File: src/design/fccrp_pkg.sv
// Shared constants, codes and types of the FAT cluster chain read planner.
package fccrp_pkg;

  // Sizes and limits.
  localparam int unsigned FAT_ENTRIES_DEF = 4096;
  localparam int unsigned STAGING_BYTES   = 4096;
  localparam int unsigned MAX_READ_BYTES  = 16384;
  localparam int unsigned MAX_RESULTS     = 33;
  localparam int unsigned ENTRY_W         = 28;

  // Cluster markers.
  localparam logic [ENTRY_W-1:0] EOC_MARK    = 28'hFFFFFF8;
  localparam logic [ENTRY_W-1:0] CHAIN_END   = 28'hFFFFFFF;
  localparam logic [ENTRY_W-1:0] MIN_CLUSTER = 28'd2;

  // Legal range of the sector size exponent.
  localparam logic [3:0] BPS_LOG2_MIN = 4'd9;
  localparam logic [3:0] BPS_LOG2_MAX = 4'd12;

  // Commands.
  localparam logic [1:0] CMD_LOAD = 2'd0;
  localparam logic [1:0] CMD_OPEN = 2'd1;
  localparam logic [1:0] CMD_READ = 2'd2;

  // Result status codes.
  localparam logic [1:0] STATUS_OK       = 2'd0;
  localparam logic [1:0] STATUS_OVERFLOW = 2'd1;
  localparam logic [1:0] STATUS_BAD_CL   = 2'd2;

  // Register indexes on the configuration port.
  localparam logic [1:0] REG_DATA_BASE     = 2'd0;
  localparam logic [1:0] REG_SPC_LOG2      = 2'd1;
  localparam logic [1:0] REG_BPS_LOG2      = 2'd2;
  localparam logic [1:0] REG_START_CLUSTER = 2'd3;

  // Configuration seen by the planner.
  typedef struct packed {
    logic [31:0]        data_base;
    logic [2:0]         spc_log2;
    logic [3:0]         bps_log2;
    logic [ENTRY_W-1:0] start_cluster;
  } cfg_t;

endpackage

File: src/design/fccrp_cfg.sv
// APB-style configuration registers of the FAT cluster chain read planner.
module fccrp_cfg (
  input  logic               clk_i,
  input  logic               rst_ni,
  input  logic               psel,
  input  logic               penable,
  input  logic               pwrite,
  input  logic [3:0]         paddr,
  input  logic [31:0]        pwdata,
  output logic [31:0]        prdata,
  output logic               pready,
  output fccrp_pkg::cfg_t    cfg_o
);

  fccrp_pkg::cfg_t cfg_q;
  fccrp_pkg::cfg_t cfg_d;
  logic            wr_en;
  logic [1:0]      reg_idx;

  assign pready  = 1'b1;
  assign wr_en   = psel & penable & pwrite;
  assign reg_idx = paddr[3:2];

  // Register write decode.
  always_comb begin
    cfg_d = cfg_q;
    if (wr_en) begin
      unique case (reg_idx)
        fccrp_pkg::REG_DATA_BASE:     cfg_d.data_base     = pwdata;
        fccrp_pkg::REG_SPC_LOG2:      cfg_d.spc_log2      = pwdata[2:0];
        fccrp_pkg::REG_BPS_LOG2:      cfg_d.bps_log2      = pwdata[3:0];
        fccrp_pkg::REG_START_CLUSTER: cfg_d.start_cluster = pwdata[fccrp_pkg::ENTRY_W-1:0];
        default:                      cfg_d = cfg_q;
      endcase
    end
  end

  always_ff @(posedge clk_i or negedge rst_ni) begin
    if (!rst_ni) begin
      cfg_q.data_base     <= 32'd0;
      cfg_q.spc_log2      <= 3'd3;
      cfg_q.bps_log2      <= 4'd9;
      cfg_q.start_cluster <= fccrp_pkg::MIN_CLUSTER;
    end else begin
      cfg_q <= cfg_d;
    end
  end

  // Register read mux.
  always_comb begin
    unique case (reg_idx)
      fccrp_pkg::REG_DATA_BASE:     prdata = cfg_q.data_base;
      fccrp_pkg::REG_SPC_LOG2:      prdata = {29'd0, cfg_q.spc_log2};
      fccrp_pkg::REG_BPS_LOG2:      prdata = {28'd0, cfg_q.bps_log2};
      fccrp_pkg::REG_START_CLUSTER: prdata = {4'd0, cfg_q.start_cluster};
      default:                      prdata = 32'd0;
    endcase
  end

  assign cfg_o = cfg_q;

endmodule

File: config.mk
export PLATFORM = sky130hd
export DESIGN_NAME = fccrp_cfg
export DESIGN_NICKNAME = d
export VERILOG_FILES = /design/src/design/fccrp_pkg.sv /design/src/design/fccrp_cfg.sv
export SDC_FILE = /design/constraint.sdc
export NUM_CORES = 1
export LEC_CHECK = 0
export BUFFER_PORTS_ARGS = -buffer_cell sky130_fd_sc_hd__buf_2
export CORE_MARGIN = 2
export CORE_UTILIZATION = 46
export CTS_CLUSTER_SIZE = 12
export DETAILED_ROUTE_END_ITERATION = 16
export MAX_ROUTING_LAYER = met4
export PLACE_DENSITY = 0.86
export SLEW_MARGIN = 20
export SYNTH_ARGS = -nofsm -noshare
export SYNTH_HDL_FRONTEND = slang
export SYNTH_SLANG_ARGS = --single-unit
File: constraint.sdc
create_clock -name clk_i -period 1.5 [get_ports clk_i]
set_input_delay 0.15 -clock clk_i [delete_from_list [all_inputs] [get_ports clk_i]]
set_output_delay 0.15 -clock clk_i [all_outputs]
set_load 0.005 [all_outputs]
==> flow_summary.json, run 1 <==
{
  "syn_area_mm2": 0.003012,
  "start_kind": "flip-flop",
  "hold_end": "cfg_o[62]",
  "ant_nets": 0,
  "hpwl_mm": 4.884,
  "holdWs_ns": 0.04068,
  "peakVddDrop_mv": 0.9647,
  "setup_viol": 0,
  "route.met2.wl_mm": 3.389,
  "num_vias": 2165,
  "ys_warn_count": 0,
  "coreArea_mm2": 0.006350,
  "grt_overflow": 0,
  "ioPinCount": 141,
  "cts_tree": "yes",
  "gp_congestion": 0.8301,
  "synth_seq_cells": 67,
  "syn-num-nets": 234,
  "hold_start": "pwdata[27]",
  "whs_path_depth": 2,
  "setup-tns-final_ns": 0,
  "dr.pass1.iters": 4,
  "fin_crit_sh_pct": 99.43,
  "crit_arrival_ns": 1.34,
  "routed.top_layer": "met4",
  "area_growth_syn_to_layout_pct": 35.65,
  "rsz0062_at_grt": "yes",
  "reg2reg_from": "cfg_o[29]",
  "endpoint_kind": "output pin",
  "io_buffer_count": 137,
  "worst_path_max_delay_cell": "mux4_2",
  "fmax_mhz": 670.5,
  "slew_violations": 0,
  "route.detailed.drc": 0,
  "grt_usage_pct": 19.96,
  "antenna_found_initial": 0,
  "worstReg2RegEnd": "cfg_o[29]",
  "cp_cell_sequence": "mux4_2 > buf_2",
  "routed_wl_mm": 6.871,
  "instances_no_fill": 427,
  "drt-initial-drc-count": 48,
  "clk_path_buf_depth": 2,
  "cts_buffers": 9,
  "power.density_mw_per_mm2": 1433,
  "max-cap-violations": 0,
  "wl_met3_um": 396,
  "numClockSinks": 67,
  "r2r_slack_ns": 0.60,
  "netlist_instances": 193,
  "die_width_um": 84.92,
  "initial_core_util_pct": 47.43,
  "synth_cell_types": 25,
  "dieArea_mm2": 0.007211,
  "dp_cells": 405,
  "fill_cells": 486,
  "hold_path_class": "in -> reg",
  "rows": 29,
  "post_drt_wl_per_cell_um": 16.09,
  "viasPerCell": 5.070,
  "p_leak_nw": 2.167,
  "root_buffer": "clkbuf_8",
  "grt_max_degree": 68,
  "grt_pass1_wl_mm": 10.74,
  "wl_met1_mm": 3.042,
  "period_needed_ns": 1.491,
  "required_ns": 1.35,
  "die_h_um": 84.92,
  "nets": 386,
  "finClkSkew_ns": 0,
  "cts.clk_slew.worst_paths_ns": 0.07,
  "rr_worst_depth": 2,
  "path_max_fanout": 2,
  "cp_slowest_stage_delay_ns": 0.47,
  "path_class": "reg -> out",
  "clk_latency_ns": 0.33,
  "largest_register_ffs": 67,
  "n_antenna_cell": 0,
  "grt_pass1_vias": 2097,
  "avgSynthCellArea_um2": 15.60,
  "hold_viol": 0,
  "outcome": "finished clean",
  "drive_gt1_share_pct": 70.57,
  "yosysSeqAreaShare_pct": 55.88,
  "cts-htree-levels": 3
}
how the worst max path moves through the flow:
| stage | start | end | slack, ns | cells past startpoint |
|---|---|---|---|---|
| final | cfg_o[30] | prdata[2] | 0.009 | 2 |
| after detailed placement | paddr[2] | cfg_o[11] | 0.04 | 5 |
| after floorplan | paddr[3] | cfg_o[10] | 0.22 | 6 |
| after global placement | paddr[2] | cfg_o[14] | 0.08 | 5 |
| after CTS | cfg_o[2] | prdata[2] | -0.004 | 2 |
| after global routing | cfg_o[2] | prdata[2] | -0.05 | 2 |
layout by cell type, fill, tap and decap left out:
master	count
mux2_4	20
mux2_2	45
dfrtp_1	62
dfstp_2	5
bufinv_16	3
mux4_2	3
buf_2	137
nand4_2	1
nor2_2	1
nand3_1	1
a22o_1	24
clkbuf_1	2
nor3_4	1
clkinvlp_4	1
mux2_1	2
buf_4	17
or2_2	1
inv_2	1
dlygate4sd3_1	1
nor3_1	1
and2_1	5
nand2_1	1
o21ai_1	1
conb_1	1
nor2_1	1
mux2i_1	1
buf_12	1
clkbuf_8	10
where the power goes:
| group | switching (mW) | internal (mW) |
|---|---|---|
| logic | 0.524 | 0.928 |
| registers | 0.324 | 2.25 |
| clock network | 0.671 | 1.15 |
| total | 1.52 | 4.33 |
synth_stat cells, drive strengths merged:
cell | count | area share [%]
conb | 1 | 0.12
nor2 | 2 | 0.25
inv | 1 | 0.12
nand2 | 1 | 0.12
o21ai | 1 | 0.17
or2 | 1 | 0.21
mux2i | 1 | 0.33
nor3 | 2 | 0.50
a22o | 24 | 7.0
dfrtp | 62 | 52
dfstp | 5 | 4.4
buf | 12 | 3.4
clkbuf | 3 | 0.37
mux2 | 67 | 28
and2 | 5 | 1.0
nand3 | 1 | 0.17
mux4 | 3 | 2.4
nand4 | 1 | 0.42
timing repair:
action	CTS	global route
pin swaps	0	0
gates cloned	0	0
endpoints found under the setup margin	1	4
setup buffers	3	2
gates resized for setup	1	1
hold buffers	1	0
hold endpoints to repair	62	0
worst max-delay path, delay by kind of cell (launching register included):
family                 cells  cell delay, ns
buffers and inverters      1            0.14
DFF                        1            0.39
muxes                      1            0.47
metal layers:
metal | up-vias | track usage (%)
met3 | 6 | 6.615
met1 | 1059 | 25.06
met5 | - | -
met2 | 92 | 31.64
li1 | 1008 | -
met4 | 0 | 4.762
layout make-up:
cell class              instances  area, um^2  share of cell area (%)
well taps                      77       96.34                   2.358
clock buffers                  12       145.1                   3.553
clock inverters                 4       97.59                   2.389
multi-input cells             110        1216                   29.77
inverters                       1       3.754                 0.09188
flip-flops and latches         67        1683                   41.19
repair buffers                156       843.3                   20.64
through the flow:
stage / area (um^2) / power [mW] / setup slack [ns] / util [%]
2_1_floorplan: 3012 / 3.251 / 0.2215 / -
3_3_place_gp: 3799 / 3.955 / 0.07561 / 59.82
3_5_place_dp: 3799 / 4.027 / 0.03980 / 59.82
4_1_cts: 4070 / 5.901 / -0.004156 / 64.10
5_1_grt: 4085 / 6.161 / -0.04823 / 64.34
6_report: 4085 / 5.853 / 0.008524 / 64.34
kinds of logic (layout without fill, tap and decap cells):
family	Yosys count	in the layout	synth area share [%]
and+or+nand+nor	13	13	2.700
other	1	1	0.1245
AOI/OAI and AO/OA	25	25	7.146
buffers and inverters	16	173	3.905
DFF	67	67	55.88
muxes	71	71	30.25
Power figures use the tool's default switching activity.
==> run 2: changes to the inputs <==
==> constraint.sdc (replaced) <==
create_clock -name clk_i -period 1.5 [get_ports clk_i]
set_input_delay 0.225 -clock clk_i [delete_from_list [all_inputs] [get_ports clk_i]]
set_output_delay 0.225 -clock clk_i [all_outputs]
set_load 0.005 [all_outputs]
==> flow_summary.json, run 2 (synthesized netlist as in run 1, its figures left out) <==
{
  "outcome": "finished with violations",
  "cts-htree-levels": 3,
  "route.detailed.drc": 0,
  "p_leak_nw": 2.194,
  "numClockSinks": 67,
  "setup_ws_ns": -0.05041,
  "peakVddDrop_mv": 0.8450,
  "drive_gt1_share_pct": 71.19,
  "grt_max_degree": 68,
  "slew_violations": 0,
  "ioPinCount": 141,
  "cts.clk_slew.worst_paths_ns": 0.08,
  "required_ns": 1.27,
  "final_common_cell": "buf_2",
  "viasPerCell": 5.086,
  "n_antenna_cell": 0,
  "dieArea_mm2": 0.007211,
  "design_area_mm2": 0.004128,
  "hold_path_class": "in -> reg",
  "start_kind": "flip-flop",
  "largest_register_ffs": 67,
  "clk_path_buf_depth": 2,
  "setup-tns-final_ns": -0.1186,
  "hpwl_mm": 5.034,
  "p_int_mw": 4.143,
  "clk_latency_ns": 0.33,
  "rows": 29,
  "path_max_fanout": 3,
  "routed_wl_mm": 6.943,
  "p_sw_mw": 1.535,
  "hold_viol": 0,
  "drt-initial-drc-count": 45,
  "endpoint_kind": "output pin",
  "power_frac_clock_pct": 28.5,
  "p_total_mw": 5.679,
  "holdWs_ns": 0.1210,
  "p_sw_share_pct": 27.04,
  "setup_viol": 3,
  "cts_tree": "yes",
  "root_buffer": "clkbuf_8",
  "die_h_um": 84.92,
  "fmax_mhz": 645.0,
  "dp_cells": 407,
  "ant_nets": 0,
  "grt_usage_pct": 20.31,
  "p_seq_share_pct": 45.3,
  "initial_core_util_pct": 47.43,
  "cts_buffers": 9,
  "path_class": "reg -> out",
  "die_width_um": 84.92,
  "fin_crit_sh_pct": 103.4,
  "grt_overflow": 0,
  "place_ws_ns": 0.02248,
  "post_drt_wl_per_cell_um": 16.11,
  "final_cell_mix": "137 x buf_2, 62 x dfrtp_1, 45 x mux2_2",
  "power_frac_comb_pct": 26.2,
  "gp_congestion": 0.7945,
  "period_needed_ns": 1.550,
  "dpl_cell_area_mm2": 0.003851,
  "rsz0062_at_grt": "yes",
  "power.density_mw_per_mm2": 1376,
  "dr.pass1.iters": 4,
  "coreArea_mm2": 0.006350,
  "max-cap-violations": 0,
  "finClkSkew_ns": 0,
  "violations": "setup timing",
  "area_growth_syn_to_layout_pct": 37.06,
  "r2r_slack_ns": 0.59,
  "grt_pass1_wl_mm": 11.08,
  "instances_no_fill": 431,
  "num_vias": 2192,
  "nets": 390,
  "crit_arrival_ns": 1.33,
  "grt_pass1_vias": 2206,
  "antenna_found_initial": 0,
  "post-route-util_pct": 65.00,
  "io_buffer_count": 137
}
[run 2: changes by cell type in the layout (fill, tap and decap cells not counted)]
cell	change
buf_12	+3
clkinv_4	+2
buf_4	+1
bufinv_16	-1
clkbuf_1	-1
clkbuf_8	-1
clkinv_2	+1
[run 2: repair_timing]
| item | CTS | global route |
|---|---|---|
| buffers inserted | 7 | 0 |
| resized for setup | 2 | 0 |
| hold buffers | 1 | 0 |
| setup endpoints to repair | 4 | 3 |
| hold endpoints to repair | 62 | 0 |
[run 2: routing by layer]
metal	global-route usage, %	vias to the layer above	part of all wire [%]
met1	25.98	1079	44
li1	-	1014	-
met3	5.156	8	6.2
met5	-	-	0
met4	5.772	0	1.2
met2	32.36	91	49
[run 2: layout make-up]
type	count	area, um^2
Fill cell	477	2222
Sequential cell	67	1683
Multi-Input combinational cell	110	1216
Timing Repair Buffer	160	910.9
Clock buffer	10	127.6
Tap cell	77	96.34
Clock inverter	6	90.09
Inverter	1	3.754
[run 2: final timing paths]
kind | startpoint | end | cells past startpoint
max in group asynchronous | rst_ni | cfg_o[31] | 3
min | pwdata[29] | cfg_o[64] | 2
max | cfg_o[0] | prdata[0] | 2
min reg2reg | cfg_o[66] | cfg_o[66] | 1
min in group asynchronous | rst_ni | cfg_o[44] | 3
max reg2reg | cfg_o[30] | cfg_o[30] | 2
[run 2: critical path, stage by stage, from the launching register on]
cell and delay [ns]:
dfrtp_1 0.39, mux4_2 0.46, buf_2 0.14
[run 2: power by group through the flow]
stage	clock, mW	sequential [mW]	combinational (mW)
6_report	1.62	2.57	1.49
5_1_grt	1.75	2.63	1.62
4_1_cts	1.66	2.57	1.52
3_5_place_dp	0	2.60	1.43
3_3_place_gp	0	2.57	1.39
2_1_floorplan	0	2.60	0.651
==> run 3: changes to the inputs <==
- BUFFER_PORTS_ARGS: -buffer_cell sky130_fd_sc_hd__buf_2 -> -buffer_cell sky130_fd_sc_hd__buf_4
- CORE_UTILIZATION: 46 -> 42
- PLACE_DENSITY: 0.86 -> 0.83
- clock period: 1.5 -> 1.3 ns (I/O delays scaled with it)
==> flow_summary.json, run 3 (synthesized netlist as in run 1, its figures left out) <==
{
  "outcome": "finished with violations",
  "violations": "setup timing",
  "cts-htree-levels": 3,
  "hpwl_mm": 5.252,
  "numClockSinks": 67,
  "endpoint_kind": "output pin",
  "drive_gt1_share_pct": 73.91,
  "power.density_mw_per_mm2": 1493,
  "cts_tree": "yes",
  "die_width_um": 88.68,
  "finClkSkew_ns": 0,
  "max-cap-violations": 0,
  "ioPinCount": 141,
  "setup_ws_ns": -0.2286,
  "crit_arrival_ns": 1.33,
  "nets": 427,
  "gp_congestion": 0.7877,
  "routed_wl_mm": 7.904,
  "setup_viol": 6,
  "clk_latency_ns": 0.33,
  "route.detailed.drc": 0,
  "start_kind": "flip-flop",
  "fill_cells": 499,
  "grt_pass1_vias": 2301,
  "antenna_found_initial": 0,
  "viasPerCell": 4.908,
  "period_needed_ns": 1.529,
  "path_max_fanout": 2,
  "area_growth_syn_to_layout_pct": 59.91,
  "setup-tns-final_ns": -0.7927,
  "post_drt_wl_per_cell_um": 16.23,
  "hold_viol": 0,
  "hold_path_class": "in -> reg",
  "die_h_um": 88.68,
  "required_ns": 1.11,
  "num_vias": 2390,
  "rows": 30,
  "rsz0062_at_grt": "yes",
  "place_ws_ns": -0.1219,
  "seq_area_mm2": 0.001683,
  "largest_register_ffs": 67,
  "n_antenna_cell": 0,
  "coreArea_mm2": 0.006869,
  "drt-initial-drc-count": 53,
  "final_common_cell": "buf_4",
  "grt_overflow": 0,
  "root_buffer": "clkbuf_8",
  "cts_buffers": 9,
  "peakVddDrop_mv": 0.8529,
  "slew_violations": 0,
  "ant_nets": 0,
  "grt_max_degree": 68,
  "initial_core_util_pct": 43.84,
  "path_class": "reg -> out",
  "clk_path_buf_depth": 2,
  "cts.clk_slew.worst_paths_ns": 0.07,
  "io_buffer_count": 137,
  "p_leak_nw": 2.468,
  "multi_input_area_mm2": 0.001224,
  "grt_pass1_wl_mm": 11.39,
  "fmax_mhz": 654.2,
  "dieArea_mm2": 0.007864,
  "final_cell_mix": "176 x buf_4, 62 x dfrtp_1, 45 x mux2_2",
  "fin_crit_sh_pct": 117.6,
  "dr.pass1.iters": 4,
  "grt_usage_pct": 19.72
}
run 3: cell types whose count changed in the layout (fill, tap and decap cells not counted), sizes merged:
cell and delta:
buf +37, bufinv -1, clkbuf +1, clkinv +1, clkinvlp -1
run 3: final timing paths:
kind / startpoint / end / slack (ns) / depth (start not counted)
setup / recovery: cfg_o[37] / prdata[2] / -0.23 / 2
hold / removal: pwdata[26] / cfg_o[61] / 0.09 / 2
setup reg to reg: cfg_o[34] / cfg_o[34] / 0.28 / 3
hold reg to reg: cfg_o[61] / cfg_o[61] / 0.53 / 1
max in group asynchronous: rst_ni / cfg_o[31] / 0.58 / 3
min in group asynchronous: rst_ni / cfg_o[9] / 0.40 / 3
run 3: layout make-up:
| class | instances | share of cell area, % |
|---|---|---|
| sequential | 67 | 34.94 |
| timing repair buffer | 197 | 33.23 |
| multi-input combinational | 110 | 25.41 |
| clock buffer | 11 | 2.728 |
| tap | 96 | 2.494 |
| clock inverter | 5 | 1.117 |
| inverter | 1 | 0.07794 |
run 3: report_power, final:
group	internal, mW	switching, mW
Combinational	1.81	0.795
Sequential	2.60	0.359
Clock	0.881	0.743
run 3: repair_timing:
action	4_1_cts	5_1_grt
resized for setup	10	9
pin swaps	0	5
hold buffers	1	0
setup buffers	14	27
endpoints found under the setup margin	9	27
endpoints found under the hold margin	62	0
run 3: routing by layer:
metal,vias to the layer above,global-route usage [%],routed length [um]
li1,1096,-,-
met1,1192,23.90,3272
met2,90,33.51,4114
met3,12,3.451,399
met4,0,6.198,117
met5,-,-,0
run 3: stage by stage:
step	area (um^2)	hold slack, ns	utilization [%]	total power [mW]	cells
floorplan	3024	-0.1006	-	3.755	193
global placement	4260	0.2232	62.02	5.009	430
detailed placement	4260	0.2238	62.02	5.093	430
CTS	4588	0.07228	66.79	6.913	461
global route	4816	0.07423	70.11	7.581	487
finish	4816	0.09266	70.11	7.190	487
run 3: worst max-delay path, stage by stage (launching register included):
cell	delay (ns)
dfrtp_1	0.40
mux4_2	0.48
buf_6	0.13
